## config.mk

```make
export PLATFORM = sky130hd
export DESIGN_NAME = fca_ctrl
export DESIGN_NICKNAME = d
export VERILOG_FILES = /design/src/fca_pkg.sv /design/src/fca_ctrl.sv
export SDC_FILE = /design/constraint.sdc
export NUM_CORES = 1
export LEC_CHECK = 0
export BUFFER_PORTS_ARGS = -buffer_cell sky130_fd_sc_hd__buf_2
export CAP_MARGIN = 20
export CORE_MARGIN = 3
export CORE_UTILIZATION = 40
export CTS_CLUSTER_DIAMETER = 80
export DETAILED_ROUTE_END_ITERATION = 10
export HOLD_SLACK_MARGIN = 0.06
export PLACE_DENSITY = 0.7
export SYNTH_ARGS = -nofsm -noshare
export SYNTH_HDL_FRONTEND = slang
export SYNTH_SLANG_ARGS = --single-unit
```

## constraint.sdc

```tcl
create_clock -name clock -period 1.5 [get_ports clock]
set_input_delay 0.3 -clock clock [delete_from_list [all_inputs] [get_ports clock]]
set_output_delay 0.3 -clock clock [all_outputs]
set_load 0.02 [all_outputs]
```

## src/fca_pkg.sv

```systemverilog
// ----------------------------------------------------------------------------
// fca_pkg
// shared constants, codes and controller/datapath interface types of the
// block link table allocator
// ----------------------------------------------------------------------------
package fca_pkg;

   localparam int NUM_BLOCKS_DEF       = 2048;
   localparam int FIRST_DATA_BLOCK_DEF = 10;
   localparam int BLOCK_W              = 11;
   localparam int CMD_W                = 2;
   localparam int STATUS_W             = 2;
   localparam int END_MARK             = 1;

   typedef enum logic [CMD_W-1:0] {
      CMD_ALLOC  = 2'd0,
      CMD_APPEND = 2'd1,
      CMD_FREE   = 2'd2,
      CMD_READ   = 2'd3
   } cmd_type;

   typedef enum logic [STATUS_W-1:0] {
      ST_OK   = 2'd0,
      ST_FULL = 2'd1,
      ST_BAD  = 2'd2
   } status_type;

   typedef enum logic [1:0] {
      RD_CUR,
      RD_SCAN,
      RD_LINK
   } rd_sel_type;

   typedef enum logic [2:0] {
      WR_NONE,
      WR_CLEAR,
      WR_FREE,
      WR_MARK,
      WR_LINK
   } wr_op_type;

   typedef enum logic [1:0] {
      RES_ZERO,
      RES_LINK,
      RES_SCAN
   } res_src_type;

   typedef struct packed {
      logic        load;
      rd_sel_type  rd_sel;
      wr_op_type   wr_op;
      logic        scan_inc;
      logic        walk_step;
      logic        res_ld;
      status_type  res_status;
      res_src_type res_src;
   } dp_cmd_type;

   typedef struct packed {
      cmd_type cmd;
      logic    in_range;
      logic    rd_zero;
      logic    rd_end;
      logic    rd_big;
      logic    steps_zero;
      logic    steps_last;
      logic    steps_full;
      logic    scan_last;
      logic    scan_none;
      logic    clear_last;
   } dp_stat_type;

endpackage

```

## src/fca_ctrl.sv

```systemverilog
// ----------------------------------------------------------------------------
// fca_ctrl
// controller: sequences the clearing pass, link lookup, chain walks and the
// free-block scan, and raises busy and the result strobe
// ----------------------------------------------------------------------------
module fca_ctrl (
   input  logic                 clock,
   input  logic                 reset,
   input  logic                 start,
   output logic                 busy,
   output logic                 rsp_valid,
   input  fca_pkg::dp_stat_type stat,
   output fca_pkg::dp_cmd_type  cmd
);
   import fca_pkg::*;

   typedef enum logic [2:0] {
      S_CLEAR,
      S_IDLE,
      S_LOOKUP,
      S_READ,
      S_FREE,
      S_APPEND,
      S_SCAN,
      S_LINK
   } state_type;

   state_type state_ff;
   state_type state_in;
   logic      busy_ff;
   logic      rsp_valid_ff;
   logic      done;

   always_comb begin
      state_in       = state_ff;
      done           = 1'b0;
      cmd.load       = 1'b0;
      cmd.rd_sel     = RD_CUR;
      cmd.wr_op      = WR_NONE;
      cmd.scan_inc   = 1'b0;
      cmd.walk_step  = 1'b0;
      cmd.res_ld     = 1'b0;
      cmd.res_status = ST_OK;
      cmd.res_src    = RES_ZERO;
      case (state_ff)
         S_CLEAR: begin
            cmd.wr_op    = WR_CLEAR;
            cmd.scan_inc = 1'b1;
            if (stat.clear_last) begin
               state_in = S_IDLE;
            end
         end
         S_IDLE: begin
            if (start) begin
               cmd.load = 1'b1;
               state_in = S_LOOKUP;
            end
         end
         S_LOOKUP: begin
            case (stat.cmd)
               CMD_ALLOC: begin
                  cmd.rd_sel   = RD_SCAN;
                  cmd.scan_inc = 1'b1;
                  state_in     = S_SCAN;
               end
               CMD_APPEND: state_in = S_APPEND;
               CMD_FREE:   state_in = S_FREE;
               default:    state_in = S_READ;
            endcase
         end
         S_READ: begin
            cmd.res_ld = 1'b1;
            if (stat.in_range) begin
               cmd.res_src = RES_LINK;
            end else begin
               cmd.res_status = ST_BAD;
            end
            done     = 1'b1;
            state_in = S_IDLE;
         end
         S_FREE: begin
            if (stat.steps_zero && (!stat.in_range || stat.rd_zero)) begin
               cmd.res_ld     = 1'b1;
               cmd.res_status = ST_BAD;
               done           = 1'b1;
               state_in       = S_IDLE;
            end else begin
               cmd.wr_op = WR_FREE;
               if (stat.rd_end || stat.rd_zero || stat.rd_big || stat.steps_last) begin
                  cmd.res_ld = 1'b1;
                  done       = 1'b1;
                  state_in   = S_IDLE;
               end else begin
                  cmd.walk_step = 1'b1;
                  cmd.rd_sel    = RD_LINK;
               end
            end
         end
         S_APPEND: begin
            if (!stat.in_range) begin
               cmd.res_ld     = 1'b1;
               cmd.res_status = ST_BAD;
               done           = 1'b1;
               state_in       = S_IDLE;
            end else if (stat.rd_end) begin
               cmd.rd_sel   = RD_SCAN;
               cmd.scan_inc = 1'b1;
               state_in     = S_SCAN;
            end else if (stat.rd_zero || stat.rd_big || stat.steps_full) begin
               cmd.res_ld     = 1'b1;
               cmd.res_status = ST_BAD;
               done           = 1'b1;
               state_in       = S_IDLE;
            end else begin
               cmd.walk_step = 1'b1;
               cmd.rd_sel    = RD_LINK;
            end
         end
         S_SCAN: begin
            if (stat.scan_none) begin
               cmd.res_ld     = 1'b1;
               cmd.res_status = ST_FULL;
               done           = 1'b1;
               state_in       = S_IDLE;
            end else if (stat.rd_zero) begin
               cmd.wr_op   = WR_MARK;
               cmd.res_ld  = 1'b1;
               cmd.res_src = RES_SCAN;
               if (stat.cmd == CMD_APPEND) begin
                  state_in = S_LINK;
               end else begin
                  done     = 1'b1;
                  state_in = S_IDLE;
               end
            end else if (stat.scan_last) begin
               cmd.res_ld     = 1'b1;
               cmd.res_status = ST_FULL;
               done           = 1'b1;
               state_in       = S_IDLE;
            end else begin
               cmd.rd_sel   = RD_SCAN;
               cmd.scan_inc = 1'b1;
            end
         end
         S_LINK: begin
            cmd.wr_op = WR_LINK;
            done      = 1'b1;
            state_in  = S_IDLE;
         end
         default: state_in = S_IDLE;
      endcase
   end

   always_ff @(posedge clock) begin
      if (reset) begin
         state_ff     <= S_CLEAR;
         busy_ff      <= 1'b1;
         rsp_valid_ff <= 1'b0;
      end else begin
         state_ff     <= state_in;
         busy_ff      <= state_in != S_IDLE;
         rsp_valid_ff <= done;
      end
   end

   assign busy      = busy_ff;
   assign rsp_valid = rsp_valid_ff;

`ifndef SYNTH
   a_strobe_pulse: assert property (@(posedge clock) disable iff (reset)
      rsp_valid_ff |=> !rsp_valid_ff)
      else $error("result strobe longer than one cycle");

   a_accept_busy: assert property (@(posedge clock) disable iff (reset)
      (start && !busy_ff) |=> busy_ff)
      else $error("busy not raised after accepted transaction");

   a_result_idle: assert property (@(posedge clock) disable iff (reset)
      rsp_valid_ff |-> (!busy_ff && state_ff == S_IDLE))
      else $error("result strobe while still busy");

   a_clear_quiet: assert property (@(posedge clock) disable iff (reset)
      (state_ff == S_CLEAR) |-> (!rsp_valid_ff && busy_ff))
      else $error("activity during table clearing");
`endif

endmodule

```

==> results of run 1 <==
metrics by stage:
| stage | utilization [%] | setup WS (ps) | TNS (ps) |
|---|---|---|---|
| after floorplan | - | -182 | -254 |
| after global placement | 71.0 | -379 | -2320 |
| after detailed placement | 71.0 | -396 | -2450 |
| after CTS | 97.3 | -352 | -1710 |
Yosys cell counts:
| library cell | count |
|---|---|
| a2111oi_0 | 1 |
| a211oi_1 | 1 |
| a21oi_1 | 6 |
| a2bb2o_1 | 1 |
| a31o_2 | 1 |
| a31oi_1 | 3 |
| a32oi_1 | 1 |
| a41oi_1 | 1 |
| and2_1 | 1 |
| and3_1 | 2 |
| and4_1 | 1 |
| buf_1 | 1 |
| buf_2 | 3 |
| clkbuf_1 | 2 |
| dfxtp_1 | 5 |
| ha_1 | 3 |
| inv_1 | 5 |
| mux2_2 | 1 |
| mux2i_1 | 1 |
| nand2_1 | 6 |
| nand2b_1 | 2 |
| nand3_1 | 1 |
| nand3b_1 | 2 |
| nor2_1 | 7 |
| nor2b_1 | 6 |
| nor3_1 | 4 |
| nor3_2 | 1 |
| nor4b_1 | 2 |
| o211ai_1 | 1 |
| o21a_1 | 3 |
| o21ai_0 | 4 |
| o221ai_1 | 1 |
| o22ai_1 | 1 |
| o31ai_1 | 2 |
| o32ai_1 | 1 |
| or2_0 | 1 |
| or2_1 | 1 |
| or2_2 | 1 |
| or3_1 | 1 |
| or3b_2 | 2 |
| or4_4 | 1 |
kinds of logic after synthesis:
group	share of synthesized area, %
AND/OR/NAND/NOR	38.6
AO/OA/AOI/OAI	29.6
buffers and inverters	7.02
flip-flops	15.6
adder cells (fa/ha/maj)	5.85
multiplexers	3.31
timing repair:
item / 4_1_cts
resized for setup: 67
setup buffers: 11
setup endpoints to repair: 16
pin swaps: 12
==> results.tsv, run 1 <==
stage	metric	value	unit
floorplan	Initial Util	45.9	%
yosys	synthesized area	642	um^2
placed_design	port buffer count	29	
placed_design	Cells after DPL	155	
yosys	Synth Area per Inst	7.05	um^2
yosys	cell taking the most area after synthesis	dfxtp_1	
status	Failed at	global routing	
clock_network	H-tree depth	1	
clock_network	deepest clock path buffer count	2	
yosys	Synthesis Warnings	0	
timing	worst ep type	output port	
yosys	area share of the largest cell type after synthesis	15.6	%
floorplan	Die X	46.1	um
grt	pin count of the biggest net entering global routing	8	
yosys	cells after synthesis	91	
status	Error Message	[ERROR DPL-0038] Utilization greater than 100%, impossible to legalize	
clock_network	TritonCTS Buffers	3	
clock_network	CTS root buf	clkbuf_4	
yosys	register bit total from synthesis	5	
placed_design	Routability Congestion	0.894	
floorplan	site row count	13	
yosys	library cells used by synthesis	41	
yosys	Synth Net Count	109	
yosys	sequential-to-total area share from yosys stat	15.6	%
yosys	Area contributors post-synth	dfxtp_1 (16%), ha_1 (5.8%), nor2b_1 (5.8%)	
status	status	stopped before the end	
timing	GRT repair_timing worst endpoint	cmd[3]	
placed_design	DPL Wire Length	1700	um
clock_network	Clock Sinks	5	
placed_design	Post-DP Area	993	um^2
floorplan	I/O pin cnt	30	
floorplan	die height	46.1	um
clock_network	hold buffers post-CTS	0	
==> inputs of run 2 (changes only) <==
--- a/config.mk
+++ b/config.mk
@@ -7,12 +7,10 @@
 export LEC_CHECK = 0
 export BUFFER_PORTS_ARGS = -buffer_cell sky130_fd_sc_hd__buf_2
 export CAP_MARGIN = 20
-export CORE_MARGIN = 3
-export CORE_UTILIZATION = 40
-export CTS_CLUSTER_DIAMETER = 80
+export CORE_AREA = 3 3 64 66
 export DETAILED_ROUTE_END_ITERATION = 10
-export HOLD_SLACK_MARGIN = 0.06
-export PLACE_DENSITY = 0.7
+export DIE_AREA = 0 0 67 69
+export PLACE_DENSITY_LB_ADDON = 0.15
 export SYNTH_ARGS = -nofsm -noshare
 export SYNTH_HDL_FRONTEND = slang
 export SYNTH_SLANG_ARGS = --single-unit
==> constraint.sdc (replaced) <==
create_clock -name clock -period 1.95 [get_ports clock]
set_input_delay 0.39 -clock clock [delete_from_list [all_inputs] [get_ports clock]]
set_output_delay 0.39 -clock clock [all_outputs]
set_load 0.02 [all_outputs]
==> results.tsv, run 2 <==
stage	metric	value	unit	change
yosys	cell taking the most area after synthesis	dfxtp_1		
hold_path	hold path cells	2		
placed_design	DPL Wire Length	1780	um	+4.6%
status	violated checks	negative setup slack		
clock_network	deepest clock path buffer count	2		unchanged
setup_path	CP Max Fanout	2		
timing	Setup WS post-layout	-64.1	ps	
grt	initial antenna violation count	0		
job	max-cap check violation count	0		
route	# DRC	0		
timing	worst clock skew	2.40	ps	
final_layout	Finished Core Util	28.3	%	
floorplan	Initial Util	17.7	%	-28 points
floorplan	site row count	22		+9
clock_network	Clock Sinks	5		unchanged
setup_path	worst-path cell chain	buf_6 -> or4_4 -> or2_0 -> a31oi_1 -> nand2_1 -> buf_6		
power_and_ir_drop	logic gate share of total power	39.4	%	
final_layout	antenna cells	0		
yosys	area share of the largest cell type after synthesis	15.6	%	unchanged
yosys	most numerous cell in the Yosys netlist	nor2_1		
yosys	Synth Area per Inst	7.05	um^2	unchanged
yosys	Synthesis Warnings	0		unchanged
route	Iter 0 DRT Violations	14		
hold_path	worst hold path class	input port to flip-flop		
final_layout	largest reg by FF count	state_ff		
clock_network	H-tree depth	1		unchanged
yosys	library cells used by synthesis	41		unchanged
clock_network	CTS tree	done		
timing	Final Max Tran Viols	0		
timing	RSZ-0062 raised after global routing	yes		
final_layout	Largest register FFs	3		
clock_network	CTS root buf	clkbuf_8		
power_and_ir_drop	PD cells	514	nW/um^2	
setup_path	CP Buf/Inv Count	2		
placed_design	port buffer count	29		unchanged
yosys	ys flop type	dfxtp_1		
final_layout	Area Overhead vs Synth	60.4	%	
grt	Remaining Overflow, GRT	0		
power_and_ir_drop	Peak VDD IR	206	uV	
route	final WL	2190	um	
setup_path	critical path's top delay family	simple AND/OR/NAND/NOR gates		
yosys	sequential-to-total area share from yosys stat	15.6	%	unchanged
route	vias per inst	4.49		
power_and_ir_drop	P_leak	0.000463	uW	
power_and_ir_drop	clock share of power	35.8	%	
yosys	top post-synthesis cells by count	nor2_1 (7), a21oi_1 (6), nand2_1 (6), nor2b_1 (6)		
yosys	Area contributors post-synth	dfxtp_1 (16%), ha_1 (5.8%), nor2b_1 (5.8%)		
setup_path	R2R cell count	4		
final_layout	layout cells sized above 1	43.2	%	
grt	Tot GR Track Use	10.2	%	
yosys	register bit total from synthesis	5		unchanged
setup_path	RR Endpoint	busy		
yosys	synthesized area	642	um^2	unchanged
route	drt wl/cell	12.2	um	
route	via count	809		
timing	FMAX	0.497	GHz	
setup_path	crit path DAT	1620	ps	
final_layout	Non-Filler Instances	180		
clock_network	hold buffers post-CTS	0		unchanged
setup_path	worst r2r src	state_ff[2]		
timing	Fin. Hold Viols	0		
timing	Final setup viols	3		
yosys	Post-synth ARST share	0	%	unchanged
timing	slew at the pin closest to its max-slew limit	705	ps	
setup_path	Crit path required time	1560	ps	
clock_network	later-pin clock latency in the skew report	220	ps	
clock_network	CTS clk-pin slew, worst paths	40	ps	
setup_path	Worst setup EP type	primary output		
power_and_ir_drop	Internal	344	uW	
floorplan	Die X	67	um	+45%
timing	minimum clock period	2010	ps	
yosys	number of flops mapped to enable cells by yosys	0		unchanged
placed_design	Routability Congestion	0.750		-16%
power_and_ir_drop	switching power	185	uW	
setup_path	slowest stage cell, crit path	or4_4		
setup_path	peak per-stage delay on the critical path	520	ps	
grt	pin count of the biggest net entering global routing	17		
grt	first-pass GRT wire length	3710	um	
floorplan	die height	69	um	+50%
grt	vias in the first global route	788		
setup_path	Crit Path Class	input port to primary output		
timing	Slew HR	51.8	%	
setup_path	flop2flop setup slack	360	ps	
floorplan	core area	3630	um^2	
yosys	cells after synthesis	91		unchanged
status	status	finished with violations		
clock_network	TritonCTS Buffers	3		unchanged
floorplan	I/O pin cnt	30		unchanged
final_layout	Nets	151		
final_layout	most frequent cells in the layout	buf_2 (24), buf_4 (14), nor2_1 (7)		
placed_design	worst slack, placed	-117	ps	+279 ps
power_and_ir_drop	switching share of power	35.0	%	
hold_path	hold wc startpoint	reset		
setup_path	CP most frequent cell	buf_6		
route	Pre-antenna DRT Iters	4		
setup_path	nature of the critical path startpoint	input port		
final_layout	commonest non-fill, non-tap cell in the layout	buf_2		
route	Antenna Violating Nets Remaining	0		
floorplan	die area	4620	um^2	
yosys	Synth Net Count	109		unchanged
placed_design	Cells after DPL	175		+13%
timing	fin crit share	103	%	
power_and_ir_drop	Reg power frac	24.8	%	
hold_path	Hold Path End	state_ff[2]		
## run 2: how the worst max path moves through the flow
stage	start	slack (ps)	cells past startpoint	end
floorplan	state_ff[0]	70	5	cmd[3]
global placement	stat[6]	-110	6	cmd[4]
detailed placement	stat[6]	-120	6	cmd[5]
CTS	stat[6]	-70	6	cmd[4]
global route	stat[6]	-130	6	cmd[4]
finish	stat[6]	-60	6	cmd[4]
## run 2: power by group through the flow
stage               registers [uW]  clock network (uW)  logic [uW]
global route                   134                 207         232
global placement               133                   0         197
finish                         131                 190         209
detailed placement             133                   0         198
CTS                            132                 198         204
floorplan                      123                   0         126
## run 2: metal layers
layer	track usage, %	vias up	routed length (um)
met1	14.1	367	1020
met3	2.61	2	103
met5	0	-	0
met4	2.03	0	13
met2	15.7	20	1050
li1	-	420	-
## run 2: cell type report
type | instances | area (um^2)
Clock buffer | 3 | 41.3
Clock inverter | 1 | 5.00
Fill cell | 435 | 2600
Inverter | 5 | 18.8
Multi-Input combinational cell | 75 | 518
Sequential cell | 5 | 105
Tap cell | 48 | 60.1
Timing Repair Buffer | 43 | 282
## run 2: per-stage QoR
stage                     power, uW  hold WS, ps  cell area (um^2)  setup TNS, ps
after floorplan                 249          459               642              0
after global placement          330          654               918           -345
after detailed placement        331          652               918           -375
after CTS                       534          417               993           -191
after global routing            573          425              1030           -458
final                           529          414              1030          -88.3
## run 2: kinds of logic (layout without fill, tap and decap cells)
| logic type | after synthesis | after routing | synth area share [%] |
|---|---|---|---|
| AND/OR/NAND/NOR | 42 | 42 | 38.6 |
| buffers and inverters | 11 | 52 | 7.02 |
| multiplexers | 2 | 2 | 3.31 |
| AO/OA/AOI/OAI | 28 | 28 | 29.6 |
| adder cells (fa/ha/maj) | 3 | 3 | 5.85 |
| flip-flops | 5 | 5 | 15.6 |
## run 2: timing repair
action	in CTS	in global routing
gates resized for setup	8	7
cloned	0	0
setup endpoints to repair	6	6
pin swaps	2	1
setup buffers	0	1
## run 2: worst reg2reg max path, stage by stage (launching register included)
cell       delay [ps]
dfxtp_2           380
buf_4             150
nand2b_1          120
a2111oi_0         590
o211ai_1          190
Power figures use the tool's default switching activity.
